<file path="src/hdl/bed_pkg.sv">
package bed_pkg;

  // input operation codes
  localparam logic OP_PATTERN = 1'b0;
  localparam logic OP_TEXT    = 1'b1;

  // sequencer states
  typedef enum logic [1:0] {
    ST_IDLE,
    ST_ROW,
    ST_FINISH
  } bed_state_e;

  // control from the sequencer to the band unit
  typedef struct packed {
    logic init;
    logic step;
  } band_ctl_t;

  // start value of band cell j for a distance limit of k
  function automatic int bed_start_cell(input int j, input int k);
    int v;
    if (j == 0 || j == 2 * k + 2) begin
      v = k + 1;
    end else if (j <= k) begin
      v = k + 1 - j;
    end else begin
      v = j - k - 1;
    end
    return v;
  endfunction

endpackage

</file>
<file path="src/hdl/bed_pstore.sv">
module bed_pstore #(
  parameter int MAX_PATTERN_LEN = 64
) (
  input  logic                                     clk_i,
  input  logic                                     rst_ni,
  input  logic                                     wr_i,
  input  logic [7:0]                               symbol_i,
  input  logic                                     last_i,
  input  logic                                     empty_i,
  input  logic [((MAX_PATTERN_LEN > 1) ? $clog2(MAX_PATTERN_LEN) : 1)-1:0] rd_addr_i,
  output logic [7:0]                               rd_data_o,
  output logic [$clog2(MAX_PATTERN_LEN + 1)-1:0]   len_o,
  output logic                                     overflow_o
);

  localparam int AW = (MAX_PATTERN_LEN > 1) ? $clog2(MAX_PATTERN_LEN) : 1;
  localparam int LW = $clog2(MAX_PATTERN_LEN + 1);

  logic [7:0]    mem_q [MAX_PATTERN_LEN];
  logic [LW-1:0] len_q, len_d, base_len;
  logic          ovf_q, ovf_d, base_ovf;
  logic          closed_q, closed_d;
  logic          mem_we;

  // pattern bookkeeping for one pattern byte transfer
  always_comb begin
    base_len = closed_q ? '0 : len_q;
    base_ovf = closed_q ? 1'b0 : ovf_q;
    len_d    = len_q;
    ovf_d    = ovf_q;
    closed_d = closed_q;
    mem_we   = 1'b0;
    if (wr_i) begin
      if (empty_i) begin
        len_d    = '0;
        ovf_d    = 1'b0;
        closed_d = 1'b1;
      end else begin
        closed_d = last_i;
        if (base_len < LW'(MAX_PATTERN_LEN)) begin
          mem_we = 1'b1;
          len_d  = base_len + 1'b1;
          ovf_d  = base_ovf;
        end else begin
          len_d  = base_len;
          ovf_d  = 1'b1;
        end
      end
    end
  end

  always_ff @(posedge clk_i or negedge rst_ni) begin
    if (!rst_ni) begin
      len_q    <= '0;
      ovf_q    <= 1'b0;
      closed_q <= 1'b1;
    end else begin
      len_q    <= len_d;
      ovf_q    <= ovf_d;
      closed_q <= closed_d;
    end
  end

  // pattern memory, one write and one registered read port
  always_ff @(posedge clk_i) begin
    if (mem_we) begin
      mem_q[base_len[AW-1:0]] <= symbol_i;
    end
    rd_data_o <= mem_q[rd_addr_i];
  end

  assign len_o      = len_q;
  assign overflow_o = ovf_q;

endmodule

</file>
<file path="src/hdl/bed_band.sv">
module bed_band #(
  parameter int MAX_DIST = 2
) (
  input  logic                                   clk_i,
  input  logic                                   rst_ni,
  input  bed_pkg::band_ctl_t                     ctl_i,
  input  logic                                   cost_i,
  input  logic [$clog2(2 * MAX_DIST + 3)-1:0]    rd_idx_i,
  output logic [$clog2(MAX_DIST + 2)-1:0]        rd_cell_o,
  output logic                                   row_done_o
);

  import bed_pkg::*;

  localparam int BAND_LEN = 2 * MAX_DIST + 3;
  localparam int LAST     = BAND_LEN - 1;
  localparam int IW       = $clog2(BAND_LEN);
  localparam int CELL_W   = $clog2(MAX_DIST + 2);
  localparam int SW       = CELL_W + 1;
  localparam logic [SW-1:0]     OVER_S = SW'(MAX_DIST + 1);
  localparam logic [CELL_W-1:0] LIMIT  = CELL_W'(MAX_DIST);

  logic [CELL_W-1:0] ring_q [BAND_LEN];
  logic [CELL_W-1:0] left_q;
  logic [IW-1:0]     pos_q, low_q, high_q, lo_new_q, last_good_q;
  logic              scan_q, any_good_q;

  logic [SW-1:0]     diag, left1, up1, m0, m1;
  logic [CELL_W-1:0] cell_new;
  logic              in_range, good;

  // shared cell unit: min of left, up and diagonal, clamped at one above the limit
  always_comb begin
    diag     = {1'b0, ring_q[0]} + SW'(cost_i);
    left1    = {1'b0, left_q} + SW'(1);
    up1      = {1'b0, ring_q[1]} + SW'(1);
    m0       = (left1 < up1) ? left1 : up1;
    m1       = (diag < m0) ? diag : m0;
    if (m1 > OVER_S) begin
      m1 = OVER_S;
    end
    in_range = (pos_q >= low_q) && (pos_q < high_q);
    cell_new = in_range ? m1[CELL_W-1:0] : ring_q[0];
    good     = (cell_new <= LIMIT);
  end

  // ring of band cells, cell at the head position is the one in work
  always_ff @(posedge clk_i or negedge rst_ni) begin
    if (!rst_ni) begin
      for (int j = 0; j < BAND_LEN; j++) begin
        ring_q[j] <= CELL_W'(bed_start_cell(j, MAX_DIST));
      end
      left_q <= '0;
    end else if (ctl_i.init) begin
      for (int j = 0; j < BAND_LEN; j++) begin
        ring_q[j] <= CELL_W'(bed_start_cell(j, MAX_DIST));
      end
    end else if (ctl_i.step) begin
      for (int j = 0; j < LAST; j++) begin
        ring_q[j] <= ring_q[j+1];
      end
      ring_q[LAST] <= cell_new;
      left_q       <= cell_new;
    end
  end

  // position counter and edge tracking across one pass
  always_ff @(posedge clk_i or negedge rst_ni) begin
    if (!rst_ni) begin
      pos_q       <= '0;
      low_q       <= IW'(1);
      high_q      <= IW'(LAST);
      lo_new_q    <= '0;
      last_good_q <= '0;
      scan_q      <= 1'b0;
      any_good_q  <= 1'b0;
    end else if (ctl_i.init) begin
      pos_q  <= '0;
      low_q  <= IW'(1);
      high_q <= IW'(LAST);
    end else if (ctl_i.step) begin
      if (pos_q == IW'(LAST)) begin
        pos_q  <= '0;
        low_q  <= lo_new_q;
        high_q <= any_good_q ? (last_good_q + IW'(1)) : lo_new_q;
      end else begin
        pos_q <= pos_q + IW'(1);
      end
      if (pos_q == '0) begin
        scan_q     <= 1'b1;
        lo_new_q   <= low_q;
        any_good_q <= 1'b0;
      end else if (in_range) begin
        if (scan_q) begin
          if (good) begin
            scan_q <= 1'b0;
          end else begin
            lo_new_q <= pos_q + IW'(1);
          end
        end
        if (good) begin
          any_good_q  <= 1'b1;
          last_good_q <= pos_q;
        end
      end
    end
  end

  assign rd_cell_o  = ring_q[rd_idx_i];
  assign row_done_o = ctl_i.step && (pos_q == IW'(LAST));

endmodule

</file>
<file path="src/hdl/banded_edit_distance.sv">
// text byte: ready held low while the band pass runs, one band
//   cell a cycle through the shared cell unit, the memory read issued one cell ahead
// last text byte: result shown in the same cycle as ready returns, after the band pass
// empty text byte: result goes via the finish state to the output register; pattern byte:
//   ready stays high; a stalled result holds the input off until the output register is free
// reset: asynchronous, active low; clears all but pattern memory, column, byte, result data
module banded_edit_distance #(
  parameter int MAX_DIST        = 2,
  parameter int MAX_PATTERN_LEN = 64
) (
  input  logic       clk_i,
  input  logic       rst_ni,
  input  logic       in_valid_i,
  output logic       in_ready_o,
  input  logic       op_i,
  input  logic [7:0] symbol_i,
  input  logic       last_i,
  input  logic       empty_req_i,
  output logic       out_valid_o,
  input  logic       out_ready_i,
  output logic [1:0] distance_o,
  output logic       over_limit_o
);

  import bed_pkg::*;

  localparam int BAND_LEN = 2 * MAX_DIST + 3;
  localparam int IW       = $clog2(BAND_LEN);
  localparam int CELL_W   = $clog2(MAX_DIST + 2);
  localparam int AW       = (MAX_PATTERN_LEN > 1) ? $clog2(MAX_PATTERN_LEN) : 1;
  localparam int LW       = $clog2(MAX_PATTERN_LEN + 1);
  localparam int ROW_CAP  = MAX_PATTERN_LEN + MAX_DIST + 2;
  localparam int RW       = $clog2(ROW_CAP + 1);
  localparam int CW       = RW + 2;
  localparam logic signed [CW-1:0] COL_OFS = CW'(MAX_DIST + 2);
  localparam logic signed [CW-1:0] LIM     = CW'(MAX_DIST + 1);
  localparam logic [CELL_W-1:0]    OVER    = CELL_W'(MAX_DIST + 1);
  localparam logic [CELL_W-1:0]    LIMIT   = CELL_W'(MAX_DIST);

  bed_state_e state_q, state_d;
  band_ctl_t  ctl;

  logic [RW-1:0]          rows_q, rows_d, rows_inc;
  logic signed [CW-1:0]   col_q, col_d, col0, rd_col, diff, idx_sum;
  logic                   col_ok_q, col_ok_d;
  logic [7:0]             sym_q;
  logic                   last_q;
  logic                   in_xfer, pat_wr, text_xfer;
  logic [AW-1:0]          rd_addr;
  logic [7:0]             rd_data;
  logic [LW-1:0]          len;
  logic                   overflow;
  logic                   cost;
  logic [IW-1:0]          rd_idx;
  logic [CELL_W-1:0]      rd_cell, res_dist;
  logic                   in_band, row_done, load_out;
  logic                   out_valid_q;
  logic [1:0]             distance_q;
  logic                   over_q;

  assign in_ready_o = (state_q == ST_IDLE);
  assign in_xfer    = in_valid_i && in_ready_o;
  assign pat_wr     = in_xfer && (op_i == OP_PATTERN);
  assign text_xfer  = in_xfer && (op_i == OP_TEXT);

  // row count and first column of the pass
  always_comb begin
    rows_inc = (rows_q < RW'(ROW_CAP)) ? (rows_q + RW'(1)) : rows_q;
    col0     = $signed(CW'(rows_inc)) - COL_OFS;
    rd_col   = (state_q == ST_IDLE) ? col0 : col_q;
    col_ok_d = !rd_col[CW-1] && (rd_col[CW-2:0] < (CW-1)'(len));
    rd_addr  = rd_col[AW-1:0];
    col_d    = rd_col + CW'(1);
  end

  // substitution cost from the registered pattern byte read
  assign cost = !(col_ok_q && (rd_data == sym_q));

  // result cell on the length-difference diagonal
  always_comb begin
    diff     = $signed(CW'(len)) - $signed(CW'(rows_q));
    in_band  = (diff >= -LIM) && (diff <= LIM);
    idx_sum  = diff + LIM;
    rd_idx   = idx_sum[IW-1:0];
    res_dist = (overflow || !in_band) ? OVER : rd_cell;
  end

  // sequencer
  always_comb begin
    state_d  = state_q;
    ctl      = '0;
    rows_d   = rows_q;
    load_out = 1'b0;
    unique case (state_q)
      ST_IDLE: begin
        if (text_xfer) begin
          if (empty_req_i) begin
            ctl.init = 1'b1;
            rows_d   = '0;
            state_d  = ST_FINISH;
          end else begin
            rows_d  = rows_inc;
            state_d = ST_ROW;
          end
        end
      end
      ST_ROW: begin
        ctl.step = 1'b1;
        if (row_done) begin
          state_d = last_q ? ST_FINISH : ST_IDLE;
        end
      end
      ST_FINISH: begin
        if (!out_valid_q || out_ready_i) begin
          load_out = 1'b1;
          ctl.init = 1'b1;
          rows_d   = '0;
          state_d  = ST_IDLE;
        end
      end
      default: begin
        state_d = ST_IDLE;
      end
    endcase
  end

  always_ff @(posedge clk_i or negedge rst_ni) begin
    if (!rst_ni) begin
      state_q <= ST_IDLE;
      rows_q  <= '0;
    end else begin
      state_q <= state_d;
      rows_q  <= rows_d;
    end
  end

  // column walk and text byte capture
  always_ff @(posedge clk_i) begin
    col_q    <= col_d;
    col_ok_q <= col_ok_d;
    if (text_xfer) begin
      sym_q  <= symbol_i;
      last_q <= last_i;
    end
  end

  // output register
  always_ff @(posedge clk_i or negedge rst_ni) begin
    if (!rst_ni) begin
      out_valid_q <= 1'b0;
    end else if (load_out) begin
      out_valid_q <= 1'b1;
    end else if (out_ready_i) begin
      out_valid_q <= 1'b0;
    end
  end

  always_ff @(posedge clk_i) begin
    if (load_out) begin
      distance_q <= res_dist[1:0];
      over_q     <= (res_dist > LIMIT);
    end
  end

  assign out_valid_o  = out_valid_q;
  assign distance_o   = distance_q;
  assign over_limit_o = over_q;

  bed_pstore #(
    .MAX_PATTERN_LEN(MAX_PATTERN_LEN)
  ) u_pstore (
    .clk_i     (clk_i),
    .rst_ni    (rst_ni),
    .wr_i      (pat_wr),
    .symbol_i  (symbol_i),
    .last_i    (last_i),
    .empty_i   (empty_req_i),
    .rd_addr_i (rd_addr),
    .rd_data_o (rd_data),
    .len_o     (len),
    .overflow_o(overflow)
  );

  bed_band #(
    .MAX_DIST(MAX_DIST)
  ) u_band (
    .clk_i     (clk_i),
    .rst_ni    (rst_ni),
    .ctl_i     (ctl),
    .cost_i    (cost),
    .rd_idx_i  (rd_idx),
    .rd_cell_o (rd_cell),
    .row_done_o(row_done)
  );

endmodule

</file>
<file path="config.mk">
export PLATFORM = sky130hd
export DESIGN_NAME = banded_edit_distance
export DESIGN_NICKNAME = d
export VERILOG_FILES = /design/src/hdl/bed_pkg.sv /design/src/hdl/bed_pstore.sv /design/src/hdl/bed_band.sv /design/src/hdl/banded_edit_distance.sv
export SDC_FILE = /design/constraint.sdc
export NUM_CORES = 1
export LEC_CHECK = 0
export BUFFER_PORTS_ARGS = -buffer_cell sky130_fd_sc_hd__clkbuf_2
export CAP_MARGIN = 20
export CORE_MARGIN = 2
export CORE_UTILIZATION = 39
export CTS_CLUSTER_DIAMETER = 150
export DETAILED_ROUTE_END_ITERATION = 12
export PLACE_DENSITY = 0.58
export SLEW_MARGIN = 0
export SYNTH_ARGS = -nofsm -noshare
export SYNTH_HDL_FRONTEND = slang
export SYNTH_SLANG_ARGS = --single-unit
</file>
<file path="constraint.sdc">
create_clock -name clk_i -period 5.5 [get_ports clk_i]
set_input_delay 0.55 -clock clk_i [delete_from_list [all_inputs] [get_ports clk_i]]
set_output_delay 0.55 -clock clk_i [all_outputs]
set_load 0.03 [all_outputs]
</file>
==> run_results.csv <==
group,metric,value,unit
status,status,"finished clean",
finish,fin_cells,2818,
route,dr.first_iter.drc_count,1748,
synthesis,ys_types,84,
route,dr.pass1.iters,6,
synthesis,synth_top_area_share,0.621,
synthesis,synth_commonest_cells,"524 x edfxtp_1, 263 x nand2_1, 133 x mux2i_1",
run,max_cap_violations,0,
critical_path,crit_path_frequent_cell,"or2_2",
pwr,power.total,16.5,mW
place,finalWeightedCongestion,0.883,
route,drt-wirelength-per-cell,24.5,µm
grt,grt_use_met1,0.282,
clock_network,cts_inserted_buffers,61,
floorplan,die_h,259,µm
critical_path,cp_max_fo,17,
route,drc,0,
clock_network,cts_resized,0,
floorplan,start_util,0.394,
critical_path,rr_worst_depth,8,
timing,fin_crit,4.59,ns
finish,final_nets,1967,
clock_network,cts_tree,"built",
timing,holdWs,0.0543,ns
clock_network,htree_num_levels,2,
clock_network,clkSinkCount,594,
grt,grt_pass1_wl,103000,µm
synthesis,synth_ff_type,"edfxtp_1",
critical_path,worstPathRequired,5.73,ns
grt,grtUsageTotal,0.204,
grt,grt_max_degree,93,
place,hpwl,42700,µm
critical_path,worstSetupStartpointType,"flop",
synthesis,yosysSeqAreaShare,0.687,
finish,fin_area,28300,µm²
clock_network,cts_setup_buffers,0,
floorplan,rows,93,
synthesis,synth_cells,1897,
timing,slew_headroom,0.204,
min_path,worst_hold_path_type,"input pin to async pin",
grt,use_met3,0.0372,
timing,fin_setup_tns,0,ns
critical_path,cp_cell_sequence,"or2_2 > clkinv_1 > nand2_1 > or2_2 > or3_1 > nor3_1 > nand3_1 > nor2_1",
place,portBuffers,19,
grt,grt_pass1_vias,16000,
synthesis,yosysMostFrequentCell,"edfxtp_1",
synthesis,avgSynthCellArea,13.4,µm²
clock_network,clockRootBuffer,"clkbuf_16",
synthesis,synth_nets,1950,
floorplan,core,64300,µm²
finish,layout-drive-gt1-share,0.0978,
critical_path,slowest_stage,"nand3_1",
finish,area_delta_synth_final,11.7,%
critical_path,path_class,"flop to flop",
grt,grt_busiest_layer,"met2",
floorplan,die_area,67100,µm²
synthesis,yosysTopAreaCell,"edfxtp_1",
synthesis,synth_area,25400,µm²
synthesis,async_flop_share,0.0875,
finish,diodes,0,
floorplan,io_pins,20,
timing,final_hold_viol_count,0,
timing,fmax,218,MHz
synthesis,yosys_warnings,0,
route,routed-via-count,16200,
pwr,power_density,583,nW/µm²
clock_network,cts_hold_buf,0,
timing,tightest_slew,1.19,ns
pwr,peakVddDrop,383,µV
grt,antenna_found_initial,2,
synthesis,synth_edf_count,524,
place,dp.cells,2706,
timing,fin_crit_sh,0.835,
critical_path,cpPeakStageDelay,0.87,ns
timing,skew,0.0600,ns
route,finalWirelength,69000,µm
critical_path,arrival,4.83,ns
pwr,leakage,9.84,nW
route,via_per_inst,5.75,
grt,grt_overflow_total,0,
clock_network,insertion_delay,0.66,ns
synthesis,yosys-top-cells-area,"edfxtp_1 62%, mux2i_1 5.3%, dfrtp_1 3.9%",
timing,drv_slew,0,
floorplan,die_x,259,µm
grt,gr-usage-met2,0.325,
place,dpl_cell_area,26400,µm²
timing,rsz0062_at_grt,"false",
clock_network,cts.clk_slew.worst_paths,0.06,ns
clock_network,clockBufferDepth,3,
timing,setup_violations,0,
synthesis,synth_seq_cells,594,
route,ant_nets,0,
critical_path,crit_path_end_kind,"flop",
==> area by class of cell <==
| type | instances | area [µm²] |
|---|---|---|
| fillers | 5817 | 36000 |
| flip-flops and latches | 594 | 17400 |
| multi-input cells | 1156 | 7330 |
| clock buffers | 75 | 1600 |
| well taps | 855 | 1070 |
| repair buffers | 54 | 383 |
| clock inverters | 37 | 345 |
| inverters | 47 | 186 |
==> routing by layer <==
layer / up-vias / routed length, µm
met5: - / 23
met4: 4 / 2000
met3: 114 / 5090
met2: 654 / 32000
met1: 8210 / 29900
li1: 7233 / -
==> path summary, 6_finish.rpt <==
path                                              startpoint                                 to  slack, ns
hold / removal                                        rst_ni        u_band.pos_q[0]$_DFFE_PN0P_       0.05
min in group clk_i                                    last_i                   last_q$_DFFE_PP_       0.15
setup / recovery                      state_q[1]$_DFFE_PN0P_    u_pstore.mem_q[23][7]$_DFFE_PP_       0.91
max in group asynchronous                             rst_ni              rows_q[2]$_DFFE_PN0P_       4.98
setup reg to reg                      state_q[1]$_DFFE_PN0P_    u_pstore.mem_q[23][7]$_DFFE_PP_       0.91
hold reg to reg            u_band.last_good_q[1]$_DFFE_PN0P_  u_band.last_good_q[1]$_DFFE_PN0P_       0.52
==> state kept, by name (all words and copies together), names as in the netlist, 3 cells and up <==
register            cells
col_q                   9
rows_q                  7
u_band.high_q           3
u_band.last_good_q      3
sym_q                   8
u_band.ring_q          14
u_band.low_q            3
u_pstore.mem_q        512
u_pstore.len_o          7
u_pstore.rd_data_o      8
u_band.pos_q            3
u_band.lo_new_q         3
==> logic make-up (layout without fill, tap and decap cells) <==
| group | after synthesis | after routing | share of synthesized area |
|---|---|---|---|
| adder cells (fa/ha/maj) | 38 | 38 | 0.0190 |
| AND/OR/NAND/NOR | 563 | 563 | 0.0965 |
| XOR/XNOR | 23 | 23 | 0.00794 |
| multiplexers | 148 | 148 | 0.0605 |
| buffers and inverters | 147 | 213 | 0.0251 |
| AO/OA/AOI/OAI | 384 | 384 | 0.104 |
| flip-flops | 594 | 594 | 0.687 |
==> per-stage QoR <==
stage / setup slack (ns) / utilization
2_1_floorplan: 2.01 / -
3_3_place_gp: 1.09 / 0.410
3_5_place_dp: 0.979 / 0.410
4_1_cts: 0.998 / 0.440
5_1_grt: 0.693 / 0.440
6_report: 0.908 / 0.440
==> where the power goes <==
| part | leakage [nW] | internal [mW] | total, mW | switching, mW |
|---|---|---|---|---|
| Sequential | 5.50 | 5.19 | 5.40 | 0.215 |
| Combinational | 3.41 | 2.37 | 7.08 | 4.70 |
| Clock | 0.933 | 2.26 | 4.04 | 1.77 |
==> cells in the final DEF (no fill, tap or decap), drive strengths merged, types with 19 or more instances in the layout <==
| cell type | netlist | layout |
|---|---|---|
| ha | 37 | 37 |
| a21oi | 107 | 107 |
| o21ai | 43 | 43 |
| o22ai | 28 | 28 |
| buf | 56 | 35 |
| nand3 | 73 | 73 |
| nand2 | 263 | 263 |
| mux2i | 134 | 134 |
| a211oi | 21 | 21 |
| nor3 | 28 | 28 |
| a32oi | 19 | 19 |
| clkbuf | 44 | 94 |
| a22oi | 24 | 24 |
| clkinv | 2 | 28 |
| dfrtp | 40 | 40 |
| nor2 | 130 | 130 |
| inv | 45 | 46 |
| edfxtp | 524 | 524 |
==> critical path: cells and delay by family (launching register included) <==
family                 cells  cell delay [ns]
buffers and inverters      1             0.36
and+or+nand+nor            7             3.37
DFF                        1             0.46
Note: power is estimated with default switching activity, not from simulation.
